**config.mk**
```make
export PLATFORM = sky130hd
export DESIGN_NAME = json_string_unescape_utf8_check_top
export DESIGN_NICKNAME = d
export VERILOG_FILES = /design/src/rtl/jsu_pkg.sv /design/src/rtl/json_string_unescape_utf8_check_top.sv /design/src/rtl/jsu_front.sv /design/src/rtl/jsu_queue.sv /design/src/rtl/jsu_back.sv
export SDC_FILE = /design/constraint.sdc
export NUM_CORES = 1
export LEC_CHECK = 0
export CORE_MARGIN = 2
export CORE_UTILIZATION = 25
export CTS_BUF_LIST = sky130_fd_sc_hd__clkbuf_16
export DETAILED_ROUTE_END_ITERATION = 16
export DONT_BUFFER_PORTS = 1
export PLACE_DENSITY = 0.39
export SETUP_SLACK_MARGIN = 0.2
export SLEW_MARGIN = 20
export SYNTH_ARGS = -nofsm -noshare
export SYNTH_HDL_FRONTEND = slang
export SYNTH_SLANG_ARGS = --single-unit
```
**constraint.sdc**
```tcl
create_clock -name clk -period 5.8 [get_ports clk]
set_input_delay 0.58 -clock clk [delete_from_list [all_inputs] [get_ports clk]]
set_output_delay 0.58 -clock clk [all_outputs]
set_load 0.05 [all_outputs]
```
**src/rtl/jsu_pkg.sv**
```systemverilog
// ----------------------------------------------------------------------------
// jsu_pkg
// Shared types and codes for the JSON string unescaper: result kinds, error
// codes, parser modes and the command that travels from the parser to the
// result stage.
// ----------------------------------------------------------------------------
package jsu_pkg;

  // result kinds
  typedef enum logic [1:0] {
    K_BYTE = 2'd0,
    K_END  = 2'd1,
    K_ERR  = 2'd2
  } kind_t;

  // error codes
  typedef enum logic [2:0] {
    E_NONE     = 3'd0,
    E_NO_QUOTE = 3'd1,
    E_BAD_ESC  = 3'd2,
    E_BAD_HEX  = 3'd3,
    E_BAD_SUR  = 3'd4,
    E_BAD_UTF8 = 3'd5,
    E_CTRL     = 3'd6
  } err_t;

  // parser modes
  typedef enum logic [2:0] {
    M_IDLE   = 3'd0,
    M_STR    = 3'd1,
    M_ESC    = 3'd2,
    M_HEX1   = 3'd3,
    M_SUR_BS = 3'd4,
    M_SUR_U  = 3'd5,
    M_HEX2   = 3'd6,
    M_UTF    = 3'd7
  } mode_t;

  // allowed range of the first continuation byte
  typedef enum logic [2:0] {
    C_FULL = 3'd0,
    C_E0   = 3'd1,
    C_ED   = 3'd2,
    C_F0   = 3'd3,
    C_F4   = 3'd4
  } cls_t;

  // depth of the command queue between parser and result stage
  localparam int unsigned QDEPTH = 4;
  localparam int unsigned QPTR_BITS = $clog2(QDEPTH);

  // all results caused by one input byte
  typedef struct packed {
    kind_t           kind;
    err_t            code;
    logic [1:0]      last_idx;   // number of results minus one
    logic [15:0]     len;
    logic [3:0][7:0] bytes;
  } cmd_t;

endpackage

```
**src/rtl/json_string_unescape_utf8_check_top.sv**
```systemverilog
// ----------------------------------------------------------------------------
// json_string_unescape_utf8_check_top
// JSON string unescaper with UTF-8 checking: parser, command queue and
// result stage.
// ----------------------------------------------------------------------------
// The block takes one byte of a quoted string per cycle while full is low and
// gives each byte's results (a decoded byte, one to four UTF-8 bytes of a \u
// escape or surrogate pair, an end-of-string result or an error) one per cycle
// while pop is high. The parser handles every input byte combinationally and
// writes its results as one entry into a four-entry queue; the result stage
// loads the head entry into a result register and emits its results in turn,
// and input stalls (full high) only once the queue is full. A result passes
// through the queue entry and then the result register before it appears.
// There is no clearing pass after reset.
// ----------------------------------------------------------------------------
module json_string_unescape_utf8_check_top #(
  parameter int unsigned LENGTH_BITS = 16
) (
  input  logic        clk,
  input  logic        rst,
  input  logic        push,
  output logic        full,
  input  logic [7:0]  data_byte,
  output logic        empty,
  input  logic        pop,
  output logic [7:0]  out_byte,
  output logic [1:0]  kind,
  output logic [2:0]  error_code,
  output logic [15:0] decoded_length,
  output logic        last
);

  logic          accept;
  logic          cmd_valid;
  jsu_pkg::cmd_t cmd;
  logic          q_empty, q_pop;
  jsu_pkg::cmd_t q_head;

  assign accept = push && !full;

  jsu_front #(
    .LENGTH_BITS(LENGTH_BITS)
  ) u_front (
    .clk       (clk),
    .rst       (rst),
    .accept    (accept),
    .data_byte (data_byte),
    .cmd_valid (cmd_valid),
    .cmd       (cmd)
  );

  jsu_queue u_queue (
    .clk      (clk),
    .rst      (rst),
    .push     (accept && cmd_valid),
    .push_cmd (cmd),
    .full     (full),
    .pop      (q_pop),
    .empty    (q_empty),
    .head     (q_head)
  );

  jsu_back u_back (
    .clk            (clk),
    .rst            (rst),
    .q_empty        (q_empty),
    .q_head         (q_head),
    .q_pop          (q_pop),
    .pop            (pop),
    .empty          (empty),
    .out_byte       (out_byte),
    .kind           (kind),
    .error_code     (error_code),
    .decoded_length (decoded_length),
    .last           (last)
  );

endmodule

```
**src/rtl/jsu_front.sv**
```systemverilog
// ----------------------------------------------------------------------------
// jsu_front
// Parser: takes one string byte per transfer, runs the escape, hex and UTF-8
// state machine and hands the results of each byte to the queue as one cmd.
// ----------------------------------------------------------------------------
module jsu_front #(
  parameter int unsigned LENGTH_BITS = 16
) (
  input  logic          clk,
  input  logic          rst,
  input  logic          accept,
  input  logic [7:0]    data_byte,
  output logic          cmd_valid,
  output jsu_pkg::cmd_t cmd
);

  typedef struct packed {
    logic [1:0]      n_m1;
    logic [3:0][7:0] bytes;
  } enc_t;

  localparam logic [LENGTH_BITS-1:0] LEN_MAX = {LENGTH_BITS{1'b1}};

  // hex digit value, with a valid flag in the top bit
  function automatic logic [4:0] hex_value(input logic [7:0] c);
    logic [4:0] r;
    r = 5'd0;
    if (c >= 8'h30 && c <= 8'h39) r = {1'b1, 4'(c - 8'h30)};
    else if (c >= 8'h61 && c <= 8'h66) r = {1'b1, 4'(c - 8'h57)};
    else if (c >= 8'h41 && c <= 8'h46) r = {1'b1, 4'(c - 8'h37)};
    return r;
  endfunction

  // utf-8 encoding of a code point
  function automatic enc_t encode(input logic [20:0] cp);
    enc_t e;
    e = '0;
    if (cp < 21'h80) begin
      e.n_m1 = 2'd0;
      e.bytes[0] = cp[7:0];
    end else if (cp < 21'h800) begin
      e.n_m1 = 2'd1;
      e.bytes[0] = {3'b110, cp[10:6]};
      e.bytes[1] = {2'b10, cp[5:0]};
    end else if (cp < 21'h10000) begin
      e.n_m1 = 2'd2;
      e.bytes[0] = {4'b1110, cp[15:12]};
      e.bytes[1] = {2'b10, cp[11:6]};
      e.bytes[2] = {2'b10, cp[5:0]};
    end else begin
      e.n_m1 = 2'd3;
      e.bytes[0] = {5'b11110, cp[20:18]};
      e.bytes[1] = {2'b10, cp[17:12]};
      e.bytes[2] = {2'b10, cp[11:6]};
      e.bytes[3] = {2'b10, cp[5:0]};
    end
    return e;
  endfunction

  jsu_pkg::mode_t         mode, mode_next;
  logic [1:0]             hex_cnt, hex_cnt_next;
  logic [11:0]            acc, acc_next;
  logic [9:0]             hs, hs_next;
  logic [1:0]             cont_left, cont_left_next;
  jsu_pkg::cls_t          cls, cls_next;
  logic [LENGTH_BITS-1:0] length, length_next;

  logic                   fail_en;
  jsu_pkg::err_t          fail_code;
  logic                   emit_bytes;
  logic                   emit_end;
  enc_t                   enc;
  logic [4:0]             hv;
  logic [15:0]            cp16;
  logic [20:0]            cp_pair;
  logic [7:0]             lo_lim, hi_lim;
  logic [LENGTH_BITS:0]   len_sum;
  logic [LENGTH_BITS+15:0] len_ext;
  logic [15:0]            len_rep;

  // saturated length as reported with the end result
  always_comb begin
    len_ext = {16'd0, length};
    if (len_ext > {{LENGTH_BITS{1'b0}}, 16'hFFFF}) len_rep = 16'hFFFF;
    else len_rep = len_ext[15:0];
  end

  // per-byte parse and classification
  always_comb begin
    mode_next      = mode;
    hex_cnt_next   = hex_cnt;
    acc_next       = acc;
    hs_next        = hs;
    cont_left_next = cont_left;
    cls_next       = cls;
    length_next    = length;
    fail_en        = 1'b0;
    fail_code      = jsu_pkg::E_NONE;
    emit_bytes     = 1'b0;
    emit_end       = 1'b0;
    enc            = '0;
    hv             = hex_value(data_byte);
    cp16           = {acc, hv[3:0]};
    cp_pair        = 21'({1'b0, hs, cp16[9:0]}) + 21'h10000;
    lo_lim         = 8'h80;
    hi_lim         = 8'hBF;
    unique case (cls)
      jsu_pkg::C_E0: lo_lim = 8'hA0;
      jsu_pkg::C_ED: hi_lim = 8'h9F;
      jsu_pkg::C_F0: lo_lim = 8'h90;
      jsu_pkg::C_F4: hi_lim = 8'h8F;
      default: ;
    endcase

    unique case (mode)
      jsu_pkg::M_STR: begin
        if (data_byte == 8'h22) begin
          emit_end  = 1'b1;
          mode_next = jsu_pkg::M_IDLE;
        end else if (data_byte == 8'h5C) begin
          mode_next = jsu_pkg::M_ESC;
        end else if (data_byte < 8'h20) begin
          fail_en   = 1'b1;
          fail_code = jsu_pkg::E_CTRL;
        end else if (data_byte < 8'h80) begin
          emit_bytes     = 1'b1;
          enc.bytes[0]   = data_byte;
        end else begin
          // raw utf-8 leader
          emit_bytes   = 1'b1;
          enc.bytes[0] = data_byte;
          mode_next    = jsu_pkg::M_UTF;
          cls_next     = jsu_pkg::C_FULL;
          if (data_byte >= 8'hC2 && data_byte <= 8'hDF) begin
            cont_left_next = 2'd1;
          end else if (data_byte == 8'hE0) begin
            cont_left_next = 2'd2;
            cls_next       = jsu_pkg::C_E0;
          end else if (data_byte == 8'hED) begin
            cont_left_next = 2'd2;
            cls_next       = jsu_pkg::C_ED;
          end else if (data_byte >= 8'hE1 && data_byte <= 8'hEF) begin
            cont_left_next = 2'd2;
          end else if (data_byte == 8'hF0) begin
            cont_left_next = 2'd3;
            cls_next       = jsu_pkg::C_F0;
          end else if (data_byte == 8'hF4) begin
            cont_left_next = 2'd3;
            cls_next       = jsu_pkg::C_F4;
          end else if (data_byte >= 8'hF1 && data_byte <= 8'hF3) begin
            cont_left_next = 2'd3;
          end else begin
            emit_bytes = 1'b0;
            fail_en    = 1'b1;
            fail_code  = jsu_pkg::E_BAD_UTF8;
          end
        end
      end
      jsu_pkg::M_ESC: begin
        mode_next  = jsu_pkg::M_STR;
        emit_bytes = 1'b1;
        unique case (data_byte)
          8'h22:   enc.bytes[0] = 8'h22;
          8'h5C:   enc.bytes[0] = 8'h5C;
          8'h2F:   enc.bytes[0] = 8'h2F;
          8'h62:   enc.bytes[0] = 8'h08;
          8'h66:   enc.bytes[0] = 8'h0C;
          8'h6E:   enc.bytes[0] = 8'h0A;
          8'h72:   enc.bytes[0] = 8'h0D;
          8'h74:   enc.bytes[0] = 8'h09;
          8'h75: begin
            emit_bytes   = 1'b0;
            hex_cnt_next = 2'd0;
            acc_next     = 12'd0;
            mode_next    = jsu_pkg::M_HEX1;
          end
          default: begin
            emit_bytes = 1'b0;
            fail_en    = 1'b1;
            fail_code  = jsu_pkg::E_BAD_ESC;
          end
        endcase
      end
      jsu_pkg::M_HEX1, jsu_pkg::M_HEX2: begin
        if (!hv[4]) begin
          fail_en   = 1'b1;
          fail_code = jsu_pkg::E_BAD_HEX;
        end else if (hex_cnt != 2'd3) begin
          acc_next     = {acc[7:0], hv[3:0]};
          hex_cnt_next = hex_cnt + 2'd1;
        end else begin
          hex_cnt_next = 2'd0;
          acc_next     = 12'd0;
          if (mode == jsu_pkg::M_HEX1) begin
            if (cp16 >= 16'hD800 && cp16 <= 16'hDBFF) begin
              hs_next   = cp16[9:0];
              mode_next = jsu_pkg::M_SUR_BS;
            end else if (cp16 >= 16'hDC00 && cp16 <= 16'hDFFF) begin
              fail_en   = 1'b1;
              fail_code = jsu_pkg::E_BAD_SUR;
            end else begin
              emit_bytes = 1'b1;
              enc        = encode({5'd0, cp16});
              mode_next  = jsu_pkg::M_STR;
            end
          end else begin
            if (cp16 < 16'hDC00 || cp16 > 16'hDFFF) begin
              fail_en   = 1'b1;
              fail_code = jsu_pkg::E_BAD_SUR;
            end else begin
              emit_bytes = 1'b1;
              enc        = encode(cp_pair);
              hs_next    = 10'd0;
              mode_next  = jsu_pkg::M_STR;
            end
          end
        end
      end
      jsu_pkg::M_SUR_BS: begin
        if (data_byte == 8'h5C) begin
          mode_next = jsu_pkg::M_SUR_U;
        end else begin
          fail_en   = 1'b1;
          fail_code = jsu_pkg::E_BAD_SUR;
        end
      end
      jsu_pkg::M_SUR_U: begin
        if (data_byte == 8'h75) begin
          hex_cnt_next = 2'd0;
          acc_next     = 12'd0;
          mode_next    = jsu_pkg::M_HEX2;
        end else begin
          fail_en   = 1'b1;
          fail_code = jsu_pkg::E_BAD_SUR;
        end
      end
      jsu_pkg::M_UTF: begin
        if (data_byte < lo_lim || data_byte > hi_lim) begin
          fail_en   = 1'b1;
          fail_code = jsu_pkg::E_BAD_UTF8;
        end else begin
          emit_bytes     = 1'b1;
          enc.bytes[0]   = data_byte;
          cls_next       = jsu_pkg::C_FULL;
          cont_left_next = cont_left - 2'd1;
          if (cont_left == 2'd1) mode_next = jsu_pkg::M_STR;
        end
      end
      default: begin
        // idle: waiting for the opening quote
        if (data_byte == 8'h22) begin
          mode_next   = jsu_pkg::M_STR;
          length_next = '0;
        end else begin
          fail_en   = 1'b1;
          fail_code = jsu_pkg::E_NO_QUOTE;
        end
      end
    endcase

    // a failure or the closing quote clears the work registers
    if (fail_en || emit_end) begin
      mode_next      = jsu_pkg::M_IDLE;
      hex_cnt_next   = 2'd0;
      acc_next       = 12'd0;
      hs_next        = 10'd0;
      cont_left_next = 2'd0;
      cls_next       = jsu_pkg::C_FULL;
    end

    // saturating decoded-length count
    len_sum = {1'b0, length} + (LENGTH_BITS + 1)'(enc.n_m1) + 1'b1;
    if (emit_bytes) begin
      if (len_sum[LENGTH_BITS]) length_next = LEN_MAX;
      else length_next = len_sum[LENGTH_BITS-1:0];
    end

    // command for the queue
    cmd       = '0;
    cmd_valid = fail_en || emit_end || emit_bytes;
    priority if (fail_en) begin
      cmd.kind = jsu_pkg::K_ERR;
      cmd.code = fail_code;
    end else if (emit_end) begin
      cmd.kind = jsu_pkg::K_END;
      cmd.len  = len_rep;
    end else begin
      cmd.kind     = jsu_pkg::K_BYTE;
      cmd.last_idx = enc.n_m1;
      cmd.bytes    = enc.bytes;
    end
  end

  // parser state
  always_ff @(posedge clk) begin
    if (rst) begin
      mode      <= jsu_pkg::M_IDLE;
      hex_cnt   <= 2'd0;
      acc       <= 12'd0;
      hs        <= 10'd0;
      cont_left <= 2'd0;
      cls       <= jsu_pkg::C_FULL;
      length    <= '0;
    end else if (accept) begin
      mode      <= mode_next;
      hex_cnt   <= hex_cnt_next;
      acc       <= acc_next;
      hs        <= hs_next;
      cont_left <= cont_left_next;
      cls       <= cls_next;
      length    <= length_next;
    end
  end

endmodule

```
**src/rtl/jsu_queue.sv**
```systemverilog
// ----------------------------------------------------------------------------
// jsu_queue
// Short command queue between parser and result stage, so each side can
// stall on its own.
// ----------------------------------------------------------------------------
module jsu_queue (
  input  logic          clk,
  input  logic          rst,
  input  logic          push,
  input  jsu_pkg::cmd_t push_cmd,
  output logic          full,
  input  logic          pop,
  output logic          empty,
  output jsu_pkg::cmd_t head
);

  localparam int unsigned PB = jsu_pkg::QPTR_BITS;
  localparam logic [PB:0] DEPTH = (PB + 1)'(jsu_pkg::QDEPTH);

  jsu_pkg::cmd_t entry [jsu_pkg::QDEPTH];
  logic [PB-1:0] wr_ptr, rd_ptr;
  logic [PB:0]   count;
  logic          do_push, do_pop;

  assign full    = (count == DEPTH);
  assign empty   = (count == '0);
  assign do_push = push && !full;
  assign do_pop  = pop && !empty;
  assign head    = entry[rd_ptr];

  // entry storage
  always_ff @(posedge clk) begin
    if (do_push) entry[wr_ptr] <= push_cmd;
  end

  // pointers and fill count
  always_ff @(posedge clk) begin
    if (rst) begin
      wr_ptr <= '0;
      rd_ptr <= '0;
      count  <= '0;
    end else begin
      if (do_push) wr_ptr <= wr_ptr + 1'b1;
      if (do_pop) rd_ptr <= rd_ptr + 1'b1;
      if (do_push && !do_pop) count <= count + 1'b1;
      else if (do_pop && !do_push) count <= count - 1'b1;
    end
  end

  a_count_bound: assert property (@(posedge clk) disable iff (rst) count <= DEPTH)
    else $error("queue fill count beyond depth");
  a_no_push_full: assert property (@(posedge clk) disable iff (rst) !(push && full))
    else $error("parser pushed into full queue");
  a_push_grows: assert property (@(posedge clk) disable iff (rst)
    (do_push && !do_pop) |=> (count == $past(count) + 1'b1))
    else $error("queue count did not grow on push");

endmodule

```
**src/rtl/jsu_back.sv**
```systemverilog
// ----------------------------------------------------------------------------
// jsu_back
// Result stage: takes commands from the queue and presents their results one
// per transfer, marking the final result of each input byte.
// ----------------------------------------------------------------------------
module jsu_back (
  input  logic          clk,
  input  logic          rst,
  input  logic          q_empty,
  input  jsu_pkg::cmd_t q_head,
  output logic          q_pop,
  input  logic          pop,
  output logic          empty,
  output logic [7:0]    out_byte,
  output logic [1:0]    kind,
  output logic [2:0]    error_code,
  output logic [15:0]   decoded_length,
  output logic          last
);

  jsu_pkg::cmd_t cur;
  logic          cur_valid;
  logic [1:0]    idx;
  logic          take, at_last;

  assign at_last = (idx == cur.last_idx);
  assign take    = pop && cur_valid;
  assign q_pop   = !q_empty && (!cur_valid || (take && at_last));

  // current command and result index
  always_ff @(posedge clk) begin
    if (rst) begin
      cur_valid <= 1'b0;
      idx       <= 2'd0;
    end else if (q_pop) begin
      cur_valid <= 1'b1;
      idx       <= 2'd0;
    end else if (take) begin
      if (at_last) cur_valid <= 1'b0;
      else idx <= idx + 2'd1;
    end
  end

  always_ff @(posedge clk) begin
    if (q_pop) cur <= q_head;
  end

  // result ports
  assign empty          = !cur_valid;
  assign out_byte       = cur.bytes[idx];
  assign kind           = cur.kind;
  assign error_code     = cur.code;
  assign decoded_length = cur.len;
  assign last           = at_last;

  a_idx_bound: assert property (@(posedge clk) disable iff (rst)
    cur_valid |-> (idx <= cur.last_idx))
    else $error("result index past end of command");
  a_single: assert property (@(posedge clk) disable iff (rst)
    (cur_valid && cur.kind != jsu_pkg::K_BYTE) |-> (cur.last_idx == 2'd0))
    else $error("end or error command with several results");
  a_held: assert property (@(posedge clk) disable iff (rst)
    (cur_valid && !pop) |=> (cur_valid && idx == $past(idx)))
    else $error("waiting result dropped");

endmodule

```
* Word level (Yosys, flattened, before mapping) *
Memory sizes are Yosys's and may differ from the RTL's. A register that Yosys moved wholly into a read port is not among the register bits.
Index checks and enable logic that the tools add are counted.
Widths: inputs -> output; s select.

word-level totals
  logic and storage cells = 337
  output and inout port bits = 32
  memory bits (writable) = 220
  register bits after elaboration = 58
  memories kept = 1

memories
  memory         words  width  read ports  clocked after memory_dff  write ports  line             source
  u_queue.entry  4      55     1           1                         1            jsu_queue.sv:20  jsu_pkg::cmd_t entry [jsu_pkg::QDEPTH];

operators by class
  order comparisons = 28
  equality and inequality tests = 48
  bitwise gates (word level) = 1
  mux-type cells = 183
  $add $sub $neg = 13
  reductions and logical operators = 51

operator list
  cell                  number
  $mux 34               6
  $mux 3                51
  $mux 16               7
  $mux 8                9
  $mux 10               7
  $eq 8x7->1 const B    7
  $pmux 7 s8            1
  $mux 1                51
  $mux 2                25
  $mux 50               1
  $mux 12               4
  $mux 24               2
  $pmux 3 s6            2
  $eq 8x8->1 const B    4
  $ge 16x16->1 const B  2
  $le 16x16->1 const B  2
  $mux 32               1
  $pmux 8 s4            1
  $mux 26               1
  $ge 8x8->1 const B    3
  $le 8x8->1 const B    3
  $pmux 12 s2           1
  $pmux 6 s2            2
  $mux 22               1
  other kinds (65)      130

* Depth between registers and ports, before layout *
Gate-level depths: netlist of the first run.

  word-level depth = 22
  mapped depth = 20
  mapped depth without buffers = 19

* Hierarchy *
A second synthesis of the first run with hierarchy kept.

unflattened totals
  cells, all modules = 1095
  area total of the unflattened synthesis = 15353.5 um2

by module, submodules not included
  module                               times used  sequential area each (um2)  cells an instance  area each (um2)
  jsu_queue                            1           6786.5                      335                8473.1
  jsu_front                            1           960.9                       649                4652.0
  jsu_back                             1           1711.6                      109                2213.4
  json_string_unescape_utf8_check_top  1           0.0                         2                  15.0

* Worst setup path before layout of the first run *
Ideal clock, no wire load.

  path kind = input to register
  from = input port data_byte[3]
  to = register u_front.length[11] (netlist: u_front.len_rep[11])
  stages on the path = 19
  arrival = 4.445 ns
  path slack = 1.281 ns
  path buffers = 3
  cells stage by stage = buf_2 or4b_4 nor3_4 nor2_2 or2_1 buf_6 a31oi_1 and2_1 inv_1 ha_1 fa_1 nand3b_1 nor3_1 nand3_1 or3_1 clkbuf_1 o21ai_0 nand2_1 a31oi_1

on the way
  longest elaborated chain between the ends = 19
  elaborated cells between the ends (all ways) = 96

ends and longest elaborated chain
  element                                   line                                       source
  start, declared                           json_string_unescape_utf8_check_top.sv:23  input logic [7:0] data_byte,
  $ge 8x7->1 or $le 8x7->1 (tied branches)  jsu_front.sv:30                            else if (c >= 8'h41 && c <= 8'h46) r = {1'b1, 4'(c - 8'h37)};
  $logic_and 1x1->1                         jsu_front.sv:30
  $mux 5                                    jsu_front.sv:30
  $mux 5                                    jsu_front.sv:29                            else if (c >= 8'h61 && c <= 8'h66) r = {1'b1, 4'(c - 8'h57)};
  $mux 5                                    jsu_front.sv:28                            if (c >= 8'h30 && c <= 8'h39) r = {1'b1, 4'(c - 8'h30)};
  $add 20x17->21                            jsu_front.sv:104                           cp_pair = 21'({1'b0, hs, cp16[9:0]}) + 21'h10000;
  $lt 21x17->1                              jsu_front.sv:45                            end else if (cp < 21'h10000) begin
  $mux 1                                    jsu_front.sv:45
  [... 3 more ...]                          -
  $mux 34                                   jsu_front.sv:194                           if (mode == jsu_pkg::M_HEX1) begin
  $mux 34                                   jsu_front.sv:188                           end else if (hex_cnt != 2'd3) begin
  $mux 34                                   jsu_front.sv:185                           if (!hv[4]) begin
  $mux 26                                   jsu_front.sv:115                           unique case (mode)
  $add 16x2->17                             jsu_front.sv:272                           len_sum = {1'b0, length} + (LENGTH_BITS + 1)'(enc.n_m1) + 1'b1;
  $add 17x1->17                             jsu_front.sv:272
  $mux 16                                   jsu_front.sv:274                           if (len_sum[LENGTH_BITS]) length_next = LEN_MAX;
  $mux 16                                   jsu_front.sv:273                           if (emit_bytes) begin
  end signal, assigned                      jsu_front.sv:311                           length <= length_next;
  end, declared                             jsu_front.sv:66                            logic [LENGTH_BITS-1:0] length, length_next;

Parallel ways exist; a longest one is shown, timed or not.
A chain may end at the register's enable or synchronous reset.

* Final worst setup path of the first run *
  from = input port data_byte[7]
  to = register u_front.length[11] (netlist: u_front.len_rep[11])

The elaborated chain is that of the path after synthesis.

==> results of run 1 <==
[area by class of cell]
type,instances,area (um2)
clock inverters,30,266.5
repair buffers,28,297.8
flip-flops and latches,313,8823
clock buffers,38,950.9
well taps,756,945.9
inverters,28,105.1
fillers,5720,40150
diodes,1,2.502
multi-input cells,644,4955
[state kept, by name (all words and copies together) (netlist names)]
signal and cells:
u_back.decoded_length 16, u_front.cls 3, u_front.hex_cnt 2, u_back.kind 2, u_queue.rd_ptr 2, u_front.hs 10, u_back.cur 30, u_back.error_code 3
u_queue.count 3, u_front.acc 12, u_queue.wr_ptr 2, u_back.idx 2, u_back.cur_valid 1, u_front.len_rep 16, u_front.mode 3, u_queue.entry 204
u_front.cont_left 2
[cell usage after synthesis (all sizes together) (5+ instances only)]
master | count | share of area, %
a22oi | 12 | 0.63
edfxtp | 255 | 54
a21oi | 57 | 2.0
inv | 28 | 0.74
or3 | 8 | 0.35
or2 | 5 | 0.22
ha | 18 | 1.6
clkbuf | 40 | 1.1
a22o | 17 | 1.0
o22ai | 7 | 0.31
a211oi | 16 | 0.88
nor4 | 11 | 0.63
o211ai | 5 | 0.26
nand4 | 5 | 0.22
nor3 | 29 | 1.1
nand2 | 71 | 1.9
buf | 44 | 2.0
a21o | 10 | 0.53
a31oi | 13 | 0.67
nand2b | 13 | 0.57
nor2 | 79 | 2.1
nand3 | 16 | 0.56
xor2 | 7 | 0.43
xnor2 | 7 | 0.43
and3 | 5 | 0.22
and2 | 27 | 1.2
nor3b | 5 | 0.26
dfxtp | 58 | 8.1
mux4 | 58 | 9.1
nor2b | 11 | 0.48
o21ai | 60 | 2.1
[metal layers]
layer | share of wire (%) | up-vias | GRT usage [%]
met5 | 0 | - | 0
met4 | 2.1 | 0 | 3.825
met3 | 4.6 | 56 | 2.632
met2 | 46 | 205 | 20.34
met1 | 48 | 4436 | 17.61
li1 | - | 4085 | -
[path summary, 6_finish.rpt]
path / from / endpoint / slack (ps) / cells past startpoint
max: data_byte[7] / u_front.len_rep[11] / 1240 / 16
min: rst / u_queue.count[1] / 120 / 1
min reg2reg: u_front.cont_left[1] / u_front.cont_left[1] / 470 / 1
max reg2reg: u_front.mode[0] / u_front.len_rep[11] / 1270 / 16
[critical path, cell delays in order]
cell and delay [ps]:
or4b_4 560, nor3_4 380, nor2_2 160, or2_1 360, a31oi_1 300, and2_1 300, inv_1 70, ha_1 230
fa_1 440, nand3b_1 240, nor3_1 300, nand3_1 230, or3_1 540, o21ai_0 140, nand2_1 70, a31oi_1 150
[through the flow]
step / setup slack, ps / utilization (%) / instances / total power, mW
after global placement: 715.7 / 26.77 / 1769 / 4.439
after detailed placement: 681.6 / 26.77 / 1769 / 4.446
after CTS: 1251 / 28.92 / 1837 / 6.805
after global routing: 772.2 / 28.93 / 1837 / 6.958
final: 1236 / 28.94 / 1838 / 6.652
after floorplan: 1281 / - / 1069 / 4.197
[report_power, final]
part | switching, mW | internal (mW) | leakage, nW
clock | 0.936 | 1.38 | 0.639
combinational | 0.640 | 0.398 | 1.70
sequential | 0.421 | 2.88 | 2.83
[cells by family after synthesis]
logic type               after synthesis  synth area share (%)
AO/OA/AOI/OAI                        240                 11.11
XOR/XNOR                              14                0.8579
adder cells (fa/ha/maj)               20                 1.856
buffers and inverters                112                 3.790
flip-flops                           313                 61.69
multiplexers                          63                 9.498
AND/OR/NAND/NOR                      307                 11.20
==> results.ini, run 1 <==
[cts]
clk_pin_slew_ps=60
postCtsSetupRepairBufs=0
htree_num_levels=2
numCtsBuffers=38
post_cts_resized=0
cts_hold_buf=0
clockBufferDepth=3
cts_sinks=313
clock_latency_ps=550
root_buffer=clkbuf_16
cts_tree=yes

[timing]
setup_viol=0
tns_ps=0
fmax_mhz=219.1
finalHoldViolations=0
fin_crit_sh_pct=78.69
skew_ps=16.69
relSlewSlack_pct=28.61
holdWs_ps=120.9
rsz0062_at_grt=false
min_period_ps=4564
worst-slew-pin-transition_ps=1044
report.final.slew_viol_count=0

[floorplan]
coreArea_mm2=0.05650
io_pins=44
die_area_mm2=0.05910
start_util_pct=25.30
die_h_um=243.1
row_count=87
die_w_um=243.1

[synthesis]
synth.lib_cells_used.distinct=81
syn_avg_cell_area_um2=13.37
synthArstFlopShare_pct=0
netlist_instances=1069
yosys_warnings=0
synth_flop_cell=edfxtp_1
synthesis.nets=1101
netlist_area_mm2=0.01429
synth-edff-count=255
synth.yosys.seq_area_share_pct=61.69
synth_seq_cells=313

[cells_and_area]
area_growth_pct=14.36
final_area_mm2=0.01635
nets=1085
final_common_cell=edfxtp_1
layout_common_cells=edfxtp_1, nor2_1, nand2_1
drive_above_1_share_pct=15.73

[route]
wl_per_cell_um=20.39
drc=0
drtIter0Drc=767
first_pass_iters=7
routed_via_density=4.778
ant_nets=0
finalWirelength_um=37480
vias=8782

[power_and_ir_drop]
p_leak_nw=5.171
ir_drop_mv=0.2432
power.density_mw_per_mm2=406.9

[setup_path]
crit_fanout=15
required_ps=6280
worst_setup_path_end_kind=register
path_class=input port to register
arrival_ps=5040
crit_path_start_kind=input port

[placed_design]
dp_hpwl_um=24970
routabilityCongestion=0.8572
place_area_mm2=0.01512
io_buffer_count=0

[global_route]
grt_start_max_net_pins=56
grt_pass1_vias=9037
gr-usage-all-layers_pct=12.81
antenna_found_initial=0
grt_first_pass_wirelength_um=57860
overflow=0

[run_status]
outcome=complete, no violations

[worst_hold_path]
hold_path_class=input port to register

[flow_run]
cap_violations=0

Note: power is estimated with default switching activity, not from simulation.
==> run 2, diff against run 1 <==
Settings changed: PLACE_DENSITY 0.39 to 0.41.
Clock period 5.8 ns to 3.8 ns, I/O delays scaled along.
==> run 2 against run 1 <==
Effect of this change:
- total power increased by 50%
- utilization increased by 0.92 points
- clock skew increased by 4.3 ps
- sequential power increased by 52%
- flip-flop and latch count unchanged
- routed wire length increased by 1.2%
- largest cell class unchanged
==> results.ini, run 2 (synthesis gave the netlist of run 1 again) <==
[placed_design]
dp_cells=1824  ; +3.1%
dp_hpwl_um=24340  ; -2.5%
io_buffer_count=0  ; unchanged
routabilityCongestion=0.8518  ; -0.63%
place_ws_ps=-62.12  ; -743.8 ps
place_area_mm2=0.01557  ; +3.0%

[route]
drc=0  ; unchanged
wl_per_cell_um=19.91  ; -2.3%
drtIter0Drc=759  ; -1.0%
routed_via_density=4.777  ; about the same
vias=9096  ; +3.6%
finalWirelength_um=37920  ; +1.2%
first_pass_iters=5  ; -2
ant_nets=0  ; unchanged

[floorplan]
die_h_um=243.1  ; unchanged
row_count=87  ; unchanged
coreArea_mm2=0.05650  ; unchanged
die_w_um=243.1  ; unchanged
io_pins=44  ; unchanged
start_util_pct=25.30  ; unchanged
die_area_mm2=0.05910  ; unchanged

[global_route]
grt_first_pass_wirelength_um=59260  ; +2.4%
grt_pass1_vias=9333  ; +3.3%
gr-usage-all-layers_pct=13.07  ; +0.25 points
antenna_found_initial=0  ; unchanged
overflow=0  ; unchanged
grt_start_max_net_pins=56  ; unchanged

[cells_and_area]
fillerInstances=5698  ; -0.38%
fin_util_pct=29.85  ; +0.92 points
drive_above_1_share_pct=22.06  ; +6.3 points
final_cells=1904  ; +3.6%
final_area_mm2=0.01686  ; +3.2%
area_growth_pct=17.99
regMostFlops=u_queue.entry
largestRegisters=u_queue.entry (204), u_back.cur (30)
nets=1150  ; +6.0%
final_common_cell=edfxtp_1
largest_reg_flops=204  ; unchanged
layout_common_cells=edfxtp_1, buf_4, nor2_1

[cts]
root_buffer=clkbuf_16
clockBufferDepth=3  ; unchanged
clock_latency_ps=550  ; about the same
cts_tree=yes
htree_num_levels=2  ; unchanged
cts_sinks=313  ; unchanged
numCtsBuffers=37  ; -2.6%
clk_pin_slew_ps=60  ; about the same

[timing]
finalHoldViolations=0  ; unchanged
fin_crit_sh_pct=91.78
fmax_mhz=286.7
worst-slew-pin-transition_ps=936.5  ; -107.4 ps
skew_ps=21.01  ; +4.322 ps
setup_viol=0  ; unchanged
layout_setup_ws_ps=312.3  ; -923.9 ps
min_period_ps=3488
relSlewSlack_pct=35.96  ; +7.3 points
report.final.slew_viol_count=0  ; unchanged
rsz0062_at_grt=true

[power_and_ir_drop]
p_leak_nw=5.468  ; +5.8%
p_clk_share_pct=33.2  ; -1.6 points
p_sw_share_pct=30.51  ; +0.49 points
power.internal_mw=6.911  ; +48%
ir_drop_mv=0.2863  ; +18%
power.density_mw_per_mm2=589.7  ; +45%
power.switching_mw=3.034  ; +52%
power_frac_comb_pct=16.6  ; +1.0 points
total_power_mw=9.945  ; +50%
power.share.sequential_pct=50.3  ; +0.7 points

[setup_path]
startpoint=u_front.hs[1]
arrival_ps=3920  ; -1120 ps
crit_path_start_kind=register
required_ps=4230  ; -2050 ps
path_class=register to register
crit_fanout=8  ; -7
r2r-start=u_front.hs[1]
worst_setup_path_end_kind=register

[flow_run]
cap_violations=0  ; unchanged

[worst_hold_path]
hold_path_class=input port to register
hp-start=rst

[run_status]
outcome=complete, no violations

## run 2: cell types whose count changed in the layout (fill, tap and decap cells not counted), sizes merged
cell / previous run / this run
buf: 28 / 93
clkinv: 10 / 17
inv: 43 / 39
bufinv: 4 / 1
dlygate4sd3: 0 / 1
## run 2: per-stage QoR
step,setup TNS [ps],hold WS (ps)
after floorplan,-1167,432.3
after CTS,0,4.028
final,0,45.01
after detailed placement,-687.1,453.0
after global routing,0,25.30
after global placement,-787.3,453.4
## run 2: layout make-up
| cell class | count | area, um2 | share of cell area [%] |
|---|---|---|---|
| Clock buffer | 38 | 950.9 | 5.638 |
| Multi-Input combinational cell | 644 | 5056 | 29.98 |
| Tap cell | 756 | 945.9 | 5.609 |
| Clock inverter | 30 | 188.9 | 1.120 |
| Inverter | 28 | 105.1 | 0.6232 |
| Antenna cell | 1 | 2.502 | 0.01484 |
| Sequential cell | 313 | 8825 | 52.33 |
| Timing Repair Buffer | 94 | 790.8 | 4.689 |
## run 2: worst max-delay path: stages, from the launching register on
cell	delay, ps
dfxtp_1	340
or4_4	550
nor2_2	170
buf_6	150
buf_4	110
or4b_4	460
nand2_1	130
o22ai_2	80
and2_4	180
inv_2	60
ha_4	130
fa_2	200
nand3b_1	150
nor3_2	70
nand3_2	60
buf_4	150
nor2_4	50
nor2_1	90
nand2_1	60
a21oi_1	140
nor3_1	60
## run 2: worst paths after layout
path                          end  slack, ps  depth (start not counted)
max           u_front.len_rep[15]        310                         20
min                u_front.cls[0]         50                          2
max reg2reg   u_front.len_rep[15]        310                         20
min reg2reg  u_front.cont_left[1]        470                          1
## run 2: routing by layer
layer / track usage (%) / part of all wire (%) / up-vias
li1: - / - / 4227
met1: 18.39 / 48 / 4612
met2: 20.49 / 46 / 203
met3: 2.532 / 4.3 / 54
met5: 0 / 0 / -
met4: 3.591 / 2.0 / 0
## run 2: repair_timing
item	4_1_cts	5_1_grt
gates resized for setup	0	14
setup endpoints to repair	0	21
setup buffers	0	9
endpoints found under the hold margin	37	0
hold buffers	2	0
## run 2: power groups by stage
stage               Clock [mW]  Combinational, mW  Sequential, mW
floorplan                    0               1.86            4.54
detailed placement           0               1.70            5.09
CTS                       3.42               1.72            5.02
global route              3.55               1.81            5.06
finish                    3.30               1.65            5.00
global placement             0               1.69            5.08
==> run 3, diff against run 2 <==
Settings changed: SYNTH_HIERARCHICAL from default to 1.
==> run 3 against run 2 <==
Effect of this change:
- clock-buffer cell count increased by 4
- clock skew increased by 4.6 ps
- sequential power increased by 10%
- die area increased by 7.3%
- flip-flop and latch count increased by 22
- critical path type unchanged
- sequential share of layout area decreased by 1.3 points
- synthesized area increased by 7.4%
- combinational power increased by 24%
==> results.ini, run 3 <==
[worst_hold_path]
hold_path_class=input port to register
hp-start=rst
hold_depth=2  ; unchanged
min_to=u_queue/wr_ptr[1]

[cells_and_area]
drive_above_1_share_pct=27.58  ; +5.5 points
largest_reg_flops=220  ; +7.8%
fillerInstances=6028  ; +5.8%
fin_util_pct=30.64  ; +0.79 points
area_growth_pct=20.91
largestRegisters=u_queue/entry (220), u_back/cur (34)
regMostFlops=u_queue/entry
final_common_cell=edfxtp_1
final_cells=2011  ; +5.6%
nets=1229  ; +6.9%
n_antenna_cell=0  ; -1
layout_common_cells=edfxtp_1, buf_4, nor2_1

[route]
wl_per_cell_um=20.43  ; +2.6%
finalWirelength_um=41080  ; +8.3%
drtIter0Drc=735  ; -3.2%
first_pass_iters=5  ; unchanged
routed_via_density=4.879  ; +2.1%
drc=0  ; unchanged
vias=9811  ; +7.9%
ant_nets=0  ; unchanged

[synthesis]
synth-edff-count=275  ; +7.8%
synth_top_area_share_pct=53.79  ; +0.21 points
yosys_warnings=6  ; +6
synth_flop_cell=edfxtp_1
synth.lib_cells_used.distinct=96  ; +19%
synth_most_common_cell=edfxtp_1
synth_seq_cells=335  ; +7.0%
netlist_instances=1095  ; +2.4%
syn_avg_cell_area_um2=14.02  ; +4.9%
synth_top_area_cell=edfxtp_1
synthArstFlopShare_pct=0  ; unchanged
synth.yosys.seq_area_share_pct=61.61  ; -0.086 points
synth_common_cells=edfxtp_1, nor2_1, dfxtp_1
netlist_area_mm2=0.01535  ; +7.4%
synth_area_leaders=edfxtp_1, mux4_2, dfxtp_1, nor2_1, a21oi_1

[setup_path]
slowest_stage=or4_4
r2r_setup_slack_ps=50  ; -260 ps
worst_setup_path_end_kind=register
path_buf_inv=2  ; -2
arrival_ps=4230  ; +310 ps
reg2reg_to=u_front/len_rep[10]
required_ps=4280  ; +50 ps
path_class=register to register
critical_path.top_delay_family=simple AND/OR/NAND/NOR gates
crit_chain=ha_4 -> and3b_2 -> o21a_1 -> and3_4 -> a21oi_4 -> a32o_2 -> and2_4 -> inv_2 -> ha_4 -> fa_2 -> or3_4 -> or4_4 -> nor3_4 -> and3_4 -> buf_6 -> a21oi_2 -> o22ai_1
startpoint=u_front/hs[7]
crit_path_start_kind=register
cp_slowest_stage_delay_ps=450  ; -100 ps
r2r-start=u_front/hs[7]
ff2ff_path_depth=17  ; -15%
crit_fanout=6  ; -2

[power_and_ir_drop]
power.internal_mw=7.688  ; +11%
p_clk_share_pct=31.9  ; -1.3 points
power_frac_comb_pct=18.5  ; +1.9 points
total_power_mw=11.10  ; +12%
p_leak_nw=6.215  ; +14%
ir_drop_mv=0.3125  ; +9.1%
p_sw_share_pct=30.72  ; +0.21 points
power.switching_mw=3.409  ; +12%
power.density_mw_per_mm2=597.8  ; +1.4%
power.share.sequential_pct=49.6  ; -0.7 points

[timing]
fin_crit_sh_pct=98.63  ; +6.8 points
skew_ps=25.63  ; +4.615 ps
setup_viol=0  ; unchanged
finalHoldViolations=0  ; unchanged
tns_ps=0  ; unchanged
report.final.slew_viol_count=0  ; unchanged
min_period_ps=3748  ; +260.1 ps
relSlewSlack_pct=34.02  ; -1.9 points
fmax_mhz=266.8  ; -6.9%
worst-slew-pin-transition_ps=986.1  ; +49.66 ps
layout_setup_ws_ps=52.22  ; -260.1 ps
rsz0062_at_grt=true

[floorplan]
die_w_um=251.8  ; +3.6%
coreArea_mm2=0.06058  ; +7.2%
io_pins=44  ; unchanged
row_count=90  ; +3.4%
start_util_pct=25.34  ; +0.042 points
die_h_um=251.8  ; +3.6%
die_area_mm2=0.06341  ; +7.3%

[flow_run]
cap_violations=0  ; unchanged

[global_route]
grt_start_max_net_pins=58  ; +3.6%
overflow=0  ; unchanged
antenna_found_initial=1  ; +1
grt_first_pass_wirelength_um=62530  ; +5.5%
grt_pass1_vias=9921  ; +6.3%
gr-usage-all-layers_pct=12.98  ; -0.090 points

[placed_design]
place_ws_ps=-288.4  ; -226.3 ps
routabilityCongestion=0.8740  ; +2.6%
io_buffer_count=0  ; unchanged
dp_cells=1920  ; +5.3%
dp_hpwl_um=27340  ; +12%

[cts]
root_buffer=clkbuf_16
clock_latency_ps=560  ; about the same
cts_tree=yes
clk_pin_slew_ps=60  ; about the same
numCtsBuffers=41  ; +11%
clockBufferDepth=3  ; unchanged
htree_num_levels=2  ; unchanged
cts_sinks=335  ; +7.0%

[run_status]
outcome=complete, no violations

==> run 3: kinds of logic after synthesis <==
kind of cell             count (synthesis)  share of synthesized area [%]
AO/OA/AOI/OAI                          247                          11.93
adder cells (fa/ha/maj)                 20                          1.728
other                                    1                        0.02442
flip-flops                             335                          61.61
multiplexers                            68                          9.755
AND/OR/NAND/NOR                        283                          9.624
XOR/XNOR                                10                         0.5705
buffers and inverters                  131                          4.759
==> run 3: power groups by stage <==
stage	Combinational, mW	Sequential [mW]	Clock, mW
2_1_floorplan	2.28	5.01	0
3_3_place_gp	2.10	5.58	0
3_5_place_dp	2.10	5.60	0
4_1_cts	2.12	5.53	3.68
5_1_grt	2.24	5.58	3.82
6_report	2.05	5.50	3.54
==> run 3: worst register-to-register path, stage by stage, from the launching register on <==
cell and delay [ps]:
dfxtp_2 340, ha_4 160, and3b_2 230, o21a_1 200, and3_4 190, a21oi_4 150, a32o_2 160, and2_4 150
inv_2 40, ha_4 150, fa_2 360, or3_4 370, or4_4 450, nor3_4 160, and3_4 250, buf_6 140
a21oi_2 30, o22ai_1 150
==> run 3: worst max-delay path by stage <==
stage / slack [ps] / cells past startpoint / endpoint
after global routing: -70 / 17 / u_front/len_rep[3]
final: 50 / 17 / u_front/len_rep[10]
after detailed placement: -290 / 13 / u_front/len_rep[10]
after CTS: 50 / 18 / u_queue/count[2]
after global placement: -190 / 19 / u_queue/count[2]
after floorplan: -200 / 19 / u_queue/count[2]
==> run 3: timing repair <==
item | in CTS | in global routing
setup buffers | 5 | 7
hold endpoints to repair | 22 | 0
gates cloned | 0 | 0
hold buffers | 4 | 0
gates resized for setup | 30 | 14
endpoints found under the setup margin | 18 | 155
pin swaps | 18 | 12
==> run 3: final cells by class <==
cell class                 count  area, um2  share of cell area [%]
multi-input combinational    631       5473                   29.48
clock buffer                  42       1051                   5.662
inverter                      44      165.2                  0.8897
tap                          782      978.4                   5.271
timing repair buffer         144       1252                   6.747
clock inverter                33      175.2                  0.9436
sequential                   335       9469                   51.01
==> run 3: layer usage <==
| metal | routed length (um) | GRT usage (%) | part of all wire (%) | vias to the layer above |
|---|---|---|---|---|
| met2 | 18920 | 20.41 | 46 | 243 |
| met4 | 778 | 3.821 | 1.9 | 2 |
| met3 | 2185 | 2.651 | 5.3 | 48 |
| met5 | 13 | 0 | 0.032 | - |
| met1 | 19180 | 18.07 | 47 | 4997 |
| li1 | - | - | - | 4521 |
==> run 3: stage by stage <==
stage,hold slack (ps),instance area (um2)
floorplan,449.1,15520
global placement,464.1,17010
detailed placement,465.9,17010
CTS,16.37,18430
global route,39.85,18560
finish,62.10,18560
